--- src/sv/rat_pkg.sv ---
// Shared constants, types and sign-magnitude helpers for the rational accumulator ALU.
`default_nettype none
package rat_pkg;

   localparam int VALUE_WIDTH   = 32;
   localparam int MAG_WIDTH     = 2 * VALUE_WIDTH;
   localparam int FIELD_WIDTH   = 32;
   localparam int OPCODE_WIDTH  = 3;
   localparam int SHIFT_WIDTH   = $clog2(MAG_WIDTH);
   localparam int MUL_CNT_WIDTH = $clog2(VALUE_WIDTH + 1);
   localparam int DIV_CNT_WIDTH = $clog2(MAG_WIDTH + 1);

   typedef enum logic [OPCODE_WIDTH-1:0] {
      OP_LOAD = 3'd0,
      OP_ADD  = 3'd1,
      OP_SUB  = 3'd2,
      OP_MUL  = 3'd3,
      OP_DIV  = 3'd4
   } opcode_type;

   typedef struct packed {
      logic                 neg;
      logic [MAG_WIDTH-1:0] mag;
   } smag_type;

   // magnitude of a two's complement value, unsigned
   function automatic logic [VALUE_WIDTH-1:0] mag_of(input logic [VALUE_WIDTH-1:0] x);
      return x[VALUE_WIDTH-1] ? (~x + 1'b1) : x;
   endfunction

   function automatic smag_type to_smag(input logic [VALUE_WIDTH:0] v);
      smag_type               r;
      logic [VALUE_WIDTH:0]   m;
      m = v[VALUE_WIDTH] ? (~v + 1'b1) : v;
      r.neg = v[VALUE_WIDTH];
      r.mag = MAG_WIDTH'(m);
      return r;
   endfunction

   function automatic smag_type negate(input smag_type x);
      smag_type r;
      r.mag = x.mag;
      r.neg = !x.neg && (x.mag != '0);
      return r;
   endfunction

   function automatic smag_type sm_sum(input smag_type x, input smag_type y);
      smag_type r;
      if (x.neg == y.neg) begin
         r.mag = x.mag + y.mag;
         r.neg = x.neg;
      end else if (x.mag >= y.mag) begin
         r.mag = x.mag - y.mag;
         r.neg = x.neg;
      end else begin
         r.mag = y.mag - x.mag;
         r.neg = y.neg;
      end
      if (r.mag == '0) r.neg = 1'b0;
      return r;
   endfunction

   function automatic logic fits(input smag_type x);
      logic [MAG_WIDTH-1:0] lim;
      lim = MAG_WIDTH'(1) << (VALUE_WIDTH - 1);
      return x.neg ? (x.mag <= lim) : (x.mag < lim);
   endfunction

   function automatic logic [VALUE_WIDTH-1:0] pack(input smag_type x);
      logic [MAG_WIDTH-1:0] t;
      t = x.neg ? (~x.mag + 1'b1) : x.mag;
      return t[VALUE_WIDTH-1:0];
   endfunction

endpackage
`default_nettype wire

--- src/sv/rational_accumulator_alu.sv ---
// Rational accumulator ALU: one numerator/denominator pair updated per input item.
//
// req_* channel carries one operation: opcode in req_tuser, the operand numerator and
// denominator in req_tdata. Each accepted item yields exactly one rsp_* item with the
// reduced accumulator in rsp_tdata and the zero-denominator and overflow flags in
// rsp_tuser.
// One item at a time: req_tready is high only while the sequencer is idle. The cost of
// an item is set by the shared shift-add multiplier (up to three products for add and
// subtract), the binary gcd loop (one compare, subtract or shift per cycle) and two passes
// of the restoring divider. Loads with a zero denominator and unused opcodes skip the gcd
// loop and the divider.
// The result sits in an output register; a new item is accepted while it waits. If
// the receiver stalls, the next result holds in the sequencer until the register frees.
// Reset (synchronous, active high) clears the accumulator to 0/0 and empties the
// output register.
`default_nettype none
module rational_accumulator_alu (
   input  wire logic        clock,
   input  wire logic        reset,
   input  wire logic        req_tvalid,
   output logic             req_tready,
   input  wire logic [63:0] req_tdata,  // operand_num [31:0], operand_den [63:32]
   input  wire logic [7:0]  req_tuser,  // opcode [2:0], zero fill [7:3]
   output logic             rsp_tvalid,
   input  wire logic        rsp_tready,
   output logic [63:0]      rsp_tdata,  // result_num [31:0], result_den [63:32]
   output logic [7:0]       rsp_tuser   // zero_denominator [0], overflow [1], zero fill
);

   localparam int W  = rat_pkg::VALUE_WIDTH;
   localparam int M  = rat_pkg::MAG_WIDTH;
   localparam int FW = rat_pkg::FIELD_WIDTH;

   typedef enum logic [3:0] {
      S_IDLE, S_SETUP, S_MUL_P, S_MUL_Q, S_MUL_D, S_SUM,
      S_CHECK, S_GCD, S_DIV_N, S_DIV_D, S_FIN
   } state_type;

   state_type                         state_ff;
   logic [rat_pkg::OPCODE_WIDTH-1:0]  op_ff;
   logic [W-1:0]                      bn_ff, bd_ff;
   logic [W-1:0]                      acc_num_ff, acc_den_ff;
   rat_pkg::smag_type                 p_ff, q_ff, n_ff, d_ff;
   logic [M-1:0]                      ga_ff, gb_ff, g_ff;
   logic [rat_pkg::SHIFT_WIDTH-1:0]   gk_ff;
   logic                              zden_ff;
   logic                              mul_start_ff, div_start_ff;
   logic [W-1:0]                      mul_a_ff, mul_b_ff;
   logic                              mul_sgn_ff;
   logic [M-1:0]                      div_num_ff, div_den_ff;
   logic                              rsp_valid_ff;
   logic [FW-1:0]                     rsp_num_ff, rsp_den_ff;
   logic                              rsp_zden_ff, rsp_ovf_ff;

   logic                              mul_done, div_done;
   logic [M-1:0]                      mul_prod, div_quo;
   rat_pkg::smag_type                 prod_sm;
   logic                              op_valid, op_addsub;
   logic                              out_free;

   rat_mul u_mul (
      .clock   (clock),
      .reset   (reset),
      .start   (mul_start_ff),
      .a       (mul_a_ff),
      .b       (mul_b_ff),
      .done    (mul_done),
      .product (mul_prod)
   );

   rat_div u_div (
      .clock    (clock),
      .reset    (reset),
      .start    (div_start_ff),
      .dividend (div_num_ff),
      .divisor  (div_den_ff),
      .done     (div_done),
      .quotient (div_quo)
   );

   always_comb begin
      prod_sm.mag = mul_prod;
      prod_sm.neg = mul_sgn_ff && (mul_prod != '0);
   end

   assign op_valid   = op_ff inside {rat_pkg::OP_LOAD, rat_pkg::OP_ADD, rat_pkg::OP_SUB,
                                     rat_pkg::OP_MUL, rat_pkg::OP_DIV};
   assign op_addsub  = op_ff inside {rat_pkg::OP_ADD, rat_pkg::OP_SUB};
   assign out_free   = !rsp_valid_ff || rsp_tready;
   assign req_tready = (state_ff == S_IDLE);

   always_ff @(posedge clock) begin
      if (reset) begin
         state_ff     <= S_IDLE;
         acc_num_ff   <= '0;
         acc_den_ff   <= '0;
         mul_start_ff <= 1'b0;
         div_start_ff <= 1'b0;
         rsp_valid_ff <= 1'b0;
      end else begin
         mul_start_ff <= 1'b0;
         div_start_ff <= 1'b0;
         if (rsp_valid_ff && rsp_tready) rsp_valid_ff <= 1'b0;
         case (state_ff)
            S_IDLE: begin
               if (req_tvalid) begin
                  op_ff    <= req_tuser[rat_pkg::OPCODE_WIDTH-1:0];
                  bn_ff    <= req_tdata[W-1:0];
                  bd_ff    <= req_tdata[FW+W-1:FW];
                  state_ff <= S_SETUP;
               end
            end
            S_SETUP: begin
               case (op_ff)
                  rat_pkg::OP_LOAD: begin
                     n_ff     <= rat_pkg::to_smag({bn_ff[W-1], bn_ff});
                     d_ff     <= rat_pkg::to_smag({bd_ff[W-1], bd_ff});
                     state_ff <= S_CHECK;
                  end
                  rat_pkg::OP_ADD, rat_pkg::OP_SUB: begin
                     if (acc_den_ff == bd_ff) begin
                        // equal denominators: combine numerators directly
                        n_ff <= rat_pkg::to_smag((op_ff == rat_pkg::OP_ADD)
                                   ? ({acc_num_ff[W-1], acc_num_ff} + {bn_ff[W-1], bn_ff})
                                   : ({acc_num_ff[W-1], acc_num_ff} - {bn_ff[W-1], bn_ff}));
                        d_ff     <= rat_pkg::to_smag({acc_den_ff[W-1], acc_den_ff});
                        state_ff <= S_CHECK;
                     end else begin
                        mul_a_ff     <= rat_pkg::mag_of(acc_num_ff);
                        mul_b_ff     <= rat_pkg::mag_of(bd_ff);
                        mul_sgn_ff   <= acc_num_ff[W-1] ^ bd_ff[W-1];
                        mul_start_ff <= 1'b1;
                        state_ff     <= S_MUL_P;
                     end
                  end
                  rat_pkg::OP_MUL: begin
                     mul_a_ff     <= rat_pkg::mag_of(acc_num_ff);
                     mul_b_ff     <= rat_pkg::mag_of(bn_ff);
                     mul_sgn_ff   <= acc_num_ff[W-1] ^ bn_ff[W-1];
                     mul_start_ff <= 1'b1;
                     state_ff     <= S_MUL_P;
                  end
                  rat_pkg::OP_DIV: begin
                     mul_a_ff     <= rat_pkg::mag_of(acc_num_ff);
                     mul_b_ff     <= rat_pkg::mag_of(bd_ff);
                     mul_sgn_ff   <= acc_num_ff[W-1] ^ bd_ff[W-1];
                     mul_start_ff <= 1'b1;
                     state_ff     <= S_MUL_P;
                  end
                  default: state_ff <= S_FIN;
               endcase
            end
            S_MUL_P: begin
               if (mul_done) begin
                  p_ff         <= prod_sm;
                  mul_start_ff <= 1'b1;
                  if (op_addsub) begin
                     mul_a_ff   <= rat_pkg::mag_of(bn_ff);
                     mul_b_ff   <= rat_pkg::mag_of(acc_den_ff);
                     mul_sgn_ff <= bn_ff[W-1] ^ acc_den_ff[W-1];
                     state_ff   <= S_MUL_Q;
                  end else begin
                     mul_a_ff   <= rat_pkg::mag_of(acc_den_ff);
                     mul_b_ff   <= rat_pkg::mag_of((op_ff == rat_pkg::OP_DIV) ? bn_ff : bd_ff);
                     mul_sgn_ff <= acc_den_ff[W-1] ^
                                   ((op_ff == rat_pkg::OP_DIV) ? bn_ff[W-1] : bd_ff[W-1]);
                     state_ff   <= S_MUL_D;
                  end
               end
            end
            S_MUL_Q: begin
               if (mul_done) begin
                  q_ff         <= prod_sm;
                  mul_a_ff     <= rat_pkg::mag_of(acc_den_ff);
                  mul_b_ff     <= rat_pkg::mag_of(bd_ff);
                  mul_sgn_ff   <= acc_den_ff[W-1] ^ bd_ff[W-1];
                  mul_start_ff <= 1'b1;
                  state_ff     <= S_MUL_D;
               end
            end
            S_MUL_D: begin
               if (mul_done) begin
                  d_ff     <= prod_sm;
                  state_ff <= S_SUM;
               end
            end
            S_SUM: begin
               if (op_addsub)
                  n_ff <= rat_pkg::sm_sum(p_ff, (op_ff == rat_pkg::OP_SUB)
                                                ? rat_pkg::negate(q_ff) : q_ff);
               else
                  n_ff <= p_ff;
               state_ff <= S_CHECK;
            end
            S_CHECK: begin
               zden_ff <= (d_ff.mag == '0);
               ga_ff   <= n_ff.mag;
               gb_ff   <= d_ff.mag;
               gk_ff   <= '0;
               // zero denominator: skip reduction
               state_ff <= (d_ff.mag == '0) ? S_FIN : S_GCD;
            end
            S_GCD: begin
               if (ga_ff == '0) begin
                  g_ff         <= gb_ff << gk_ff;
                  div_num_ff   <= n_ff.mag;
                  div_den_ff   <= gb_ff << gk_ff;
                  div_start_ff <= 1'b1;
                  state_ff     <= S_DIV_N;
               end else if (!ga_ff[0] && !gb_ff[0]) begin
                  ga_ff <= ga_ff >> 1;
                  gb_ff <= gb_ff >> 1;
                  gk_ff <= gk_ff + 1'b1;
               end else if (!ga_ff[0]) begin
                  ga_ff <= ga_ff >> 1;
               end else if (!gb_ff[0]) begin
                  gb_ff <= gb_ff >> 1;
               end else if (ga_ff >= gb_ff) begin
                  ga_ff <= ga_ff - gb_ff;
               end else begin
                  gb_ff <= gb_ff - ga_ff;
               end
            end
            S_DIV_N: begin
               if (div_done) begin
                  n_ff.mag     <= div_quo;
                  if (div_quo == '0) n_ff.neg <= 1'b0;
                  div_num_ff   <= d_ff.mag;
                  div_den_ff   <= g_ff;
                  div_start_ff <= 1'b1;
                  state_ff     <= S_DIV_D;
               end
            end
            S_DIV_D: begin
               if (div_done) begin
                  d_ff.mag <= div_quo;
                  state_ff <= S_FIN;
               end
            end
            S_FIN: begin
               // hold until the output register is free
               if (out_free) begin
                  rsp_valid_ff <= 1'b1;
                  if (op_valid) begin
                     acc_num_ff  <= rat_pkg::pack(n_ff);
                     acc_den_ff  <= rat_pkg::pack(d_ff);
                     rsp_num_ff  <= FW'(signed'(rat_pkg::pack(n_ff)));
                     rsp_den_ff  <= FW'(signed'(rat_pkg::pack(d_ff)));
                     rsp_zden_ff <= zden_ff;
                     rsp_ovf_ff  <= !rat_pkg::fits(n_ff) || !rat_pkg::fits(d_ff);
                  end else begin
                     rsp_num_ff  <= FW'(signed'(acc_num_ff));
                     rsp_den_ff  <= FW'(signed'(acc_den_ff));
                     rsp_zden_ff <= (acc_den_ff == '0);
                     rsp_ovf_ff  <= 1'b0;
                  end
                  state_ff <= S_IDLE;
               end
            end
            default: state_ff <= S_IDLE;
         endcase
      end
   end

   assign rsp_tvalid = rsp_valid_ff;
   assign rsp_tdata  = {rsp_den_ff, rsp_num_ff};
   assign rsp_tuser  = {6'b0, rsp_ovf_ff, rsp_zden_ff};

   a_zden_means_zero: assert property (@(posedge clock) disable iff (reset)
      rsp_tvalid && rsp_tuser[0] |-> rsp_tdata[63:32] == '0)
      else $error("zero-denominator flag with nonzero denominator");

   a_busy_after_accept: assert property (@(posedge clock) disable iff (reset)
      req_tvalid && req_tready |=> !req_tready)
      else $error("sequencer idle right after accepting an item");

   a_gcd_divisor_nonzero: assert property (@(posedge clock) disable iff (reset)
      state_ff == S_GCD |-> gb_ff != '0)
      else $error("gcd operand reached zero");

   a_no_overwrite: assert property (@(posedge clock) disable iff (reset)
      rsp_tvalid && !rsp_tready |=> $stable(rsp_tdata) && $stable(rsp_tuser))
      else $error("pending result overwritten");

endmodule
`default_nettype wire

--- src/sv/rat_mul.sv ---
// Shift-add multiplier: unsigned magnitudes, one multiplier bit per cycle.
`default_nettype none
module rat_mul (
   input  wire logic                            clock,
   input  wire logic                            reset,
   input  wire logic                            start,
   input  wire logic [rat_pkg::VALUE_WIDTH-1:0] a,
   input  wire logic [rat_pkg::VALUE_WIDTH-1:0] b,
   output logic                                 done,
   output logic [rat_pkg::MAG_WIDTH-1:0]        product
);

   logic [rat_pkg::MAG_WIDTH-1:0]     acc_ff;
   logic [rat_pkg::MAG_WIDTH-1:0]     mcand_ff;
   logic [rat_pkg::VALUE_WIDTH-1:0]   mplier_ff;
   logic [rat_pkg::MUL_CNT_WIDTH-1:0] cnt_ff;
   logic                              busy_ff;
   logic                              done_ff;

   always_ff @(posedge clock) begin
      if (reset) begin
         busy_ff <= 1'b0;
         done_ff <= 1'b0;
      end else begin
         done_ff <= 1'b0;
         if (start) begin
            acc_ff    <= '0;
            mcand_ff  <= rat_pkg::MAG_WIDTH'(a);
            mplier_ff <= b;
            cnt_ff    <= '0;
            busy_ff   <= 1'b1;
         end else if (busy_ff) begin
            if (mplier_ff[0]) acc_ff <= acc_ff + mcand_ff;
            mcand_ff  <= mcand_ff << 1;
            mplier_ff <= mplier_ff >> 1;
            cnt_ff    <= cnt_ff + 1'b1;
            if (cnt_ff == rat_pkg::MUL_CNT_WIDTH'(rat_pkg::VALUE_WIDTH - 1)) begin
               busy_ff <= 1'b0;
               done_ff <= 1'b1;
            end
         end
      end
   end

   assign done    = done_ff;
   assign product = acc_ff;

endmodule
`default_nettype wire

--- src/sv/rat_div.sv ---
// Restoring divider: unsigned, one quotient bit per cycle.
`default_nettype none
module rat_div (
   input  wire logic                          clock,
   input  wire logic                          reset,
   input  wire logic                          start,
   input  wire logic [rat_pkg::MAG_WIDTH-1:0] dividend,
   input  wire logic [rat_pkg::MAG_WIDTH-1:0] divisor,
   output logic                               done,
   output logic [rat_pkg::MAG_WIDTH-1:0]      quotient
);

   logic [rat_pkg::MAG_WIDTH:0]       rem_ff;
   logic [rat_pkg::MAG_WIDTH-1:0]     quo_ff;
   logic [rat_pkg::MAG_WIDTH-1:0]     dsr_ff;
   logic [rat_pkg::DIV_CNT_WIDTH-1:0] cnt_ff;
   logic                              busy_ff;
   logic                              done_ff;
   logic [rat_pkg::MAG_WIDTH:0]       shifted;
   logic [rat_pkg::MAG_WIDTH:0]       diff;

   assign shifted = {rem_ff[rat_pkg::MAG_WIDTH-1:0], quo_ff[rat_pkg::MAG_WIDTH-1]};
   assign diff    = shifted - {1'b0, dsr_ff};

   always_ff @(posedge clock) begin
      if (reset) begin
         busy_ff <= 1'b0;
         done_ff <= 1'b0;
      end else begin
         done_ff <= 1'b0;
         if (start) begin
            rem_ff  <= '0;
            quo_ff  <= dividend;
            dsr_ff  <= divisor;
            cnt_ff  <= '0;
            busy_ff <= 1'b1;
         end else if (busy_ff) begin
            if (!diff[rat_pkg::MAG_WIDTH]) begin
               rem_ff <= diff;
               quo_ff <= {quo_ff[rat_pkg::MAG_WIDTH-2:0], 1'b1};
            end else begin
               rem_ff <= shifted;
               quo_ff <= {quo_ff[rat_pkg::MAG_WIDTH-2:0], 1'b0};
            end
            cnt_ff <= cnt_ff + 1'b1;
            if (cnt_ff == rat_pkg::DIV_CNT_WIDTH'(rat_pkg::MAG_WIDTH - 1)) begin
               busy_ff <= 1'b0;
               done_ff <= 1'b1;
            end
         end
      end
   end

   assign done     = done_ff;
   assign quotient = quo_ff;

endmodule
`default_nettype wire
--- config.mk ---
export PLATFORM = sky130hd
export DESIGN_NAME = rational_accumulator_alu
export DESIGN_NICKNAME = d
export VERILOG_FILES = /design/src/sv/rat_pkg.sv /design/src/sv/rational_accumulator_alu.sv /design/src/sv/rat_mul.sv /design/src/sv/rat_div.sv
export SDC_FILE = /design/constraint.sdc
export NUM_CORES = 2
export LEC_CHECK = 0
export ABC_CLOCK_PERIOD_IN_PS = 7900
export BUFFER_PORTS_ARGS = -buffer_cell sky130_fd_sc_hd__buf_2
export CAP_MARGIN = 10
export CORE_ASPECT_RATIO = 1.2
export CORE_UTILIZATION = 30
export DETAILED_ROUTE_END_ITERATION = 8
export PLACE_DENSITY = 0.52
export RECOVER_POWER = 100
export SYNTH_ARGS = -nofsm -noshare
export SYNTH_HDL_FRONTEND = slang
export SYNTH_SLANG_ARGS = --single-unit
--- constraint.sdc ---
create_clock -name clock -period 7.9 [get_ports clock]
set_input_delay 0.79 -clock clock [delete_from_list [all_inputs] [get_ports clock]]
set_output_delay 0.79 -clock clock [all_outputs]
set_load 0.02 [all_outputs]
### Word-level counts from Yosys, hierarchy flattened

Index checks and enable logic that the tools add are counted.
W data, S select, Z words.

* logic and storage cells: 315
* output and inout port bits: 74
* input bits: 76
* bits in registers: 1225

* bitwise logic cells: 19
* mux-type cells: 121
* magnitude comparators: 6
* $add $sub $neg: 23
* eq/ne operators: 38
* reductions and logical operators: 61
* shifts and indexed selects: 1

Operators by type and width (number)
* $mux W64: 22
* $mux W65: 11
* $mux W32: 21
* $pmux W64 S2: 4
* $pmux W32 S3: 3
* $pmux W65 S2: 2
* $logic_not A64 Y1: 4
* $sub A64 B64 Y64: 4
* $add A32 B1 Y32 const B: 7
* $not A32 Y32: 7
* $pmux W65 S3: 1
* $pmux W64 S3: 1
* $mux W33: 5
* $add A33 B1 Y33 const B: 4
* $not A33 Y33: 4
* $add A64 B64 Y64: 2
* $ge A64 B64 Y1: 2
* $le A64 B32 Y1 const B: 2
* $lt A64 B32 Y1 const B: 2
* $reduce_bool A64 Y1: 2
* $sub A65 B64 Y65: 1
* $pmux W32 S2: 1
* $shl A64 B6 Y64: 1
* $pmux W4 S11: 1
* other kinds (49): 155

### Longest topological paths before layout

* depth after elaboration: 13
* gate-level depth with buffers: 25
* depth with buffers taken out: 23

### Hierarchy

From an unflattened synthesis, not the netlist that was laid out.

* cells, all modules: 10169
* area total of the unflattened synthesis: 91051.1 µm²

By module, submodules not included
* rational_accumulator_alu: seq. area each 24994.0 µm², times used 1, area an instance 68673.4 µm², cells an instance 8119
* rat_div: seq. area each 6015.8 µm², times used 1, area an instance 12176.7 µm², cells an instance 1122
* rat_mul: seq. area each 5024.8 µm², times used 1, area an instance 10201.0 µm², cells an instance 928

### Worst setup path after synthesis

Ideal clock, no wire load.

* kind: register -> register
* from: reg state_ff[2]
* to: reg div_den_ff[0] (enable)
* cell stages (with the launch flop): 8
* slack: -538 ps
* path buffers: 3
* data required time: 7243 ps
* arrival time: 7781 ps
* setup time: 657 ps
* clock period less this slack: 8438 ps
* path through: dfxtp_1 > clkbuf_1 > nand2_1 > nor2_1 > clkbuf_1 > clkbuf_1 > nand2_1 > a21oi_1

* cells in the longest elaborated chain, start to end: 3
* elaborated cells on any way between the ends: 6
* classes of those cells: eq/ne (4); reduce/logical (2)

Ends and longest elaborated chain
* from (decl): RTL line rational_accumulator_alu.sv:39 `state_type state_ff;`
* from (signal assigned): RTL line rational_accumulator_alu.sv:201 `state_ff <= (d_ff.mag == '0) ? S_FIN : S_GCD;`
* $eq A4 B4 Y1 or $eq A4 B3 Y1 (tied branches): RTL line rational_accumulator_alu.sv:104 `case (state_ff)`
* $ne A2 B1 Y1 (no line) (tied with other cells)
* $reduce_and A4 Y1 (no line) *
* to (signal assigned): RTL line rational_accumulator_alu.sv:207 `div_den_ff <= gb_ff << gk_ff;`
* to (signal assigned): RTL line rational_accumulator_alu.sv:229 `div_den_ff <= g_ff;`
* to (decl): RTL line rational_accumulator_alu.sv:50 `logic [M-1:0] div_num_ff, div_den_ff;`

Mark *: on every way between the ends. The rest lies on a longest branch, timed or not.
A chain may end at the register's enable or synchronous reset.

### Final worst setup path

* from: reg bn_ff[6]
* to: reg n_ff[64] (netlist name), data pin

* cells in the longest elaborated chain, start to end: 5
* elaborated cells on any way between the ends: 6
* classes of those cells: add/sub (2); mux (4)

Ends and longest elaborated chain
* from (decl): RTL line rational_accumulator_alu.sv:41 `logic [W-1:0] bn_ff, bd_ff;`
* from (signal assigned): RTL line rational_accumulator_alu.sv:108 `bn_ff <= req_tdata[W-1:0];`
* $sub A32 B32 Y33 or $add A32 B32 Y33 (tied branches): RTL line rational_accumulator_alu.sv:125, rational_accumulator_alu.sv:124
* $mux W33 *: RTL line rational_accumulator_alu.sv:124 `? ({acc_num_ff[W-1], acc_num_ff} + {bn_ff[W-1], bn_ff})`
* $mux W65 *: RTL line rational_accumulator_alu.sv:121 `if (acc_den_ff == bd_ff) begin`
* $pmux W65 S2 *: RTL line rational_accumulator_alu.sv:114 `case (op_ff)`
* $pmux W65 S3 *: RTL line rational_accumulator_alu.sv:104
* to (signal assigned): RTL line rational_accumulator_alu.sv:116 `n_ff <= rat_pkg::to_smag({bn_ff[W-1], bn_ff});`
* to (signal assigned): RTL line rational_accumulator_alu.sv:123 `n_ff <= rat_pkg::to_smag((op_ff == rat_pkg::OP_ADD)`
* to (signal assigned): RTL line rational_accumulator_alu.sv:189 `n_ff <= rat_pkg::sm_sum(p_ff, (op_ff == rat_pkg::OP_SUB)`
* to (decl): RTL line rational_accumulator_alu.sv:43 `rat_pkg::smag_type p_ff, q_ff, n_ff, d_ff;`

Mark *: on every way between the ends. The rest lies on a longest branch, timed or not. The select of a mux whose other input is x is not followed.

==> qor.yml <==
power:
  power.ir.vdd_worst_v: 0.000179
  pwr-share-comb: 0.242
  power.internal_uw: 13600
  power_switching_share: 0.353
  pwr-share-clk: 0.336
  share_seq_of_total_power: 0.422
  power.net_switching_uw: 7410
  static_leak_uw: 0.0369
  power_per_cell_area_nw_per_um2: 213
sta:
  report.final.hold_viol_count: 0
  timing.hold.ws_ns: 0.134
  setup_tns_ns: 0
  achievable-frequency_mhz: 139
  finalMaxSlewViolations: 1952
  timing.final.setup_violations: 0
  post-route-period-util: 0.913
  fin_crit_ns: 7.21
  worst_slew_pin_slew_ns: 4.45
  unrepaired_setup_endpoints_after_global_routing: "false"
  worst_clock_skew_ns: 0.100
  maxSlewHeadroom: -1.96
clock_tree:
  clkSlewWorstSetupHoldPaths_ns: 0.06
  cts_buffers: 148
  cts_buffer_depth: 4
  worstSkewPairLatency_ns: 0.87
  cts.repair.resized: 0
  tritoncts: "built"
  cts_hold_repair.buffers: 0
  clock_tree.root_cell: "sky130_fd_sc_hd__clkbuf_16"
  htree_levels: 4
  tritoncts_num_sinks: 1225
  cts_post_setup_buffers_inserted: 0
placed_design:
  io_buffer_count: 138
  place.gp.congestion: 1.00
  hpwl_microns: 307000
grt:
  global_route.usage.met3: 0.0344
  grt_busiest_layer: "met2"
  gr-usage-met1: 0.323
  antenna_violations_before_repair: 15
  maximum_number_of_pins_on_one_net_before_global_route_repair: 140
  grt_pass1_vias: 75640
  total_global_route_track_usage: 0.255
  grt_first_pass_wirelength_microns: 559000
  met2_resource_use_gr: 0.420
  total_congestion_overflow: 0
worst_setup_path:
  worst-path-buf-inv: 1
  critical_path.endpoint_type: "flip-flop"
  start_kind: "flip-flop"
  timing.critical_path.fanout_max: 16
  timing.critical_path.cells: "or3_1, or4_1, or2_0, nor2_1, nand2_1, or4_1, or2_0, o41ai_1, xnor2_1, ha_1, nor3b_1, o211ai_1, a311o_1, a21oi_1, xnor2_1, clkbuf_1, o22ai_1, nor3b_1, nand4b_1, o21a_1"
  critical_path.top_delay_family: "simple AND/OR/NAND/NOR gates"
  crit_cells: 20
  critPathMaxStageDelay_ns: 0.73
  worst_path_max_delay_cell: "sky130_fd_sc_hd__clkbuf_1"
  timing.reg2reg.setup_slack_ns: 0.69
  r2r-end: "n_ff[64]"
  criticalPathCategory: "reg -> reg"
  cp.required_ns: 8.44
  reg2regPathDepth: 20
  regToRegStartpoint: "bn_ff[6]"
  cp_data_arrival_time_ns: 7.76
hold_path:
  min-delay-path-class: "in -> reg"
  worst_hold_path_stage_count: 1
  hold_start: "req_tdata[17]"
  worstHoldEndpoint: "bn_ff[17]"
routing:
  detail_route.wirelength_microns: 396000
  drt-initial-drc-count: 9328
  remaining_drc_errors: 0
  routedWlPerCell_microns: 28.7
  ant_nets: 0
  drt-pass1-iter-count: 6
  post_drt_via_cell_ratio: 5.79
  routed-via-count: 79745
floorplanning:
  floorplan.io_pins: 150
  fp.dieW_microns: 500
  die_outline_area_sq_um: 299000
  placeableCoreArea_sq_um: 295000
  die-height_microns: 599
  rows: 218
  effective_utilization_at_floorplan: 0.302
synth:
  synth_most_common_cell: "sky130_fd_sc_hd__nand2_1"
  dominantRegCellSynth: "sky130_fd_sc_hd__edfxtp_1"
  synth.lib_cells_used.distinct: 105
  synth_top_area_frac: 0.387
  yosys_warnings: 0
  syn_area_sq_um: 89200
  synth_seq_area_share: 0.404
  ys_ff_latch: 1225
  ys_top_cells_by_count: "sky130_fd_sc_hd__nand2_1 (1164), sky130_fd_sc_hd__edfxtp_1 (1150), sky130_fd_sc_hd__a21oi_1 (911)"
  async_flop_share: 0
  synth_enable_flop_cells: 1150
  syn-mean-instance-area_sq_um: 9.08
  post_synth_main_area_contributors: "sky130_fd_sc_hd__edfxtp_1 (39%), sky130_fd_sc_hd__ha_1 (6.9%), sky130_fd_sc_hd__a21oi_1 (5.1%)"
  yosys_top_cell_by_area: "sky130_fd_sc_hd__edfxtp_1"
  syn_inst: 9816
status:
  failing_checks: "capacitance limit, slew limit"
  status: "finished, violations left"
layout:
  final_net_count: 10282
  seqCellArea_sq_um: 36000
  layout_cells_sized_above_1: 0.0780
  multi_input_area_sq_um: 49000
  final.fill_count: 30481
  areaGrowthSynthToFinish_pct: 10.6
flow_run:
  cap_violations: 40
cells in the final DEF, fill, tap and decap left out, types with 113 or more instances in the layout:
cell type and count:
sky130_fd_sc_hd__mux2_2 169, sky130_fd_sc_hd__edfxtp_1 1150, sky130_fd_sc_hd__inv_1 518, sky130_fd_sc_hd__o21bai_1 123, sky130_fd_sc_hd__nor2_1 788, sky130_fd_sc_hd__buf_4 119
sky130_fd_sc_hd__o31ai_1 151, sky130_fd_sc_hd__nand4_1 160, sky130_fd_sc_hd__a21o_1 203, sky130_fd_sc_hd__nand2_1 1161, sky130_fd_sc_hd__nand3_1 113, sky130_fd_sc_hd__nor4_1 150
sky130_fd_sc_hd__a21oi_1 908, sky130_fd_sc_hd__clkbuf_16 153, sky130_fd_sc_hd__ha_1 493, sky130_fd_sc_hd__nor3_1 165, sky130_fd_sc_hd__clkbuf_1 148, sky130_fd_sc_hd__xnor2_1 321
sky130_fd_sc_hd__mux2i_1 121, sky130_fd_sc_hd__o21ai_0 674, sky130_fd_sc_hd__xor2_1 277
worst max path at each step:
stage	from	slack, ns	end
floorplan	reset	0.41	u_div.cnt_ff[0]
global placement	p_ff[2]	1.17	n_ff[64]
detailed placement	q_ff[58]	1.20	n_ff[64]
CTS	p_ff[2]	1.12	n_ff[64]
global route	bn_ff[6]	0.44	n_ff[64]
finish	bn_ff[6]	0.69	n_ff[64]
power by group through the flow:
stage / clock (uW) / combinational [uW] / sequential, uW
6_report: 7060 / 5090 / 8860
5_1_grt: 7380 / 5430 / 8850
4_1_cts: 7170 / 5010 / 8800
3_5_place_dp: 0 / 4980 / 8930
3_3_place_gp: 0 / 4960 / 8930
2_1_floorplan: 0 / 3240 / 8350
flip-flops by register name (all words and copies together), names as in the netlist, 32 cells and up:
name and flops:
div_num_ff 64, p_ff 65, u_div.quotient 64, acc_num_ff 32, q_ff 65, u_mul.mcand_ff 64, ga_ff 64, d_ff 65
bn_ff 32, u_div.dsr_ff 64, u_div.rem_ff 64, n_ff 65, rsp_den_ff 32, bd_ff 32, mul_a_ff 32, rsp_num_ff 32
u_mul.product 64, u_mul.mplier_ff 32, div_den_ff 64, gb_ff 64, g_ff 64, mul_b_ff 32, acc_den_ff 32
per-layer routing:
layer | vias to the layer above | share of wire | wire [microns]
li1 | 35933 | - | -
met1 | 39355 | 0.40 | 160000
met2 | 3655 | 0.46 | 184000
met3 | 802 | 0.070 | 27700
met4 | 0 | 0.062 | 24600
met5 | - | 0 | 0
worst reg2reg max path, stage by stage (launching register included):
cell and delay [ns]:
sky130_fd_sc_hd__edfxtp_1 0.59, sky130_fd_sc_hd__or3_1 0.47, sky130_fd_sc_hd__or4_1 0.45, sky130_fd_sc_hd__or2_0 0.36
sky130_fd_sc_hd__nor2_1 0.18, sky130_fd_sc_hd__nand2_1 0.12, sky130_fd_sc_hd__or4_1 0.48, sky130_fd_sc_hd__or2_0 0.35
sky130_fd_sc_hd__o41ai_1 0.36, sky130_fd_sc_hd__xnor2_1 0.13, sky130_fd_sc_hd__ha_1 0.25, sky130_fd_sc_hd__nor3b_1 0.26
sky130_fd_sc_hd__o211ai_1 0.22, sky130_fd_sc_hd__a311o_1 0.32, sky130_fd_sc_hd__a21oi_1 0.28, sky130_fd_sc_hd__xnor2_1 0.17
sky130_fd_sc_hd__clkbuf_1 0.73, sky130_fd_sc_hd__o22ai_1 0.54, sky130_fd_sc_hd__nor3b_1 0.34, sky130_fd_sc_hd__nand4b_1 0.21
sky130_fd_sc_hd__o21a_1 0.17
cells by family after synthesis:
| kind of cell | share of synthesized area |
|---|---|
| buf+inv | 0.0485 |
| other cells | 0.0000421 |
| compound gates | 0.210 |
| fa+ha+maj | 0.0710 |
| simple gates | 0.160 |
| mux | 0.0476 |
| flops | 0.404 |
| xor+xnor | 0.0589 |
metrics by stage:
stage	util	setup slack [ns]	instance area [sq um]	instances	total power [uW]
2_1_floorplan	-	0.410	89200	9821	11600
3_3_place_gp	0.320	1.17	94200	13514	13900
3_5_place_dp	0.320	1.20	94200	13514	13900
4_1_cts	0.336	1.12	99100	13774	21000
5_1_grt	0.334	0.438	98600	13776	21700
6_report	0.334	0.686	98600	13781	21000
layout make-up:
class                           count  area share
Clock inverter                     88     0.00908
Clock buffer                      172      0.0397
Sequential cell                  1225       0.365
Timing Repair Buffer              323      0.0184
Tap cell                         3960      0.0502
Inverter                          525      0.0200
Multi-Input combinational cell   7482       0.497
Antenna cell                        6    0.000152
No activity file was read; power rests on OpenSTA's default activity.
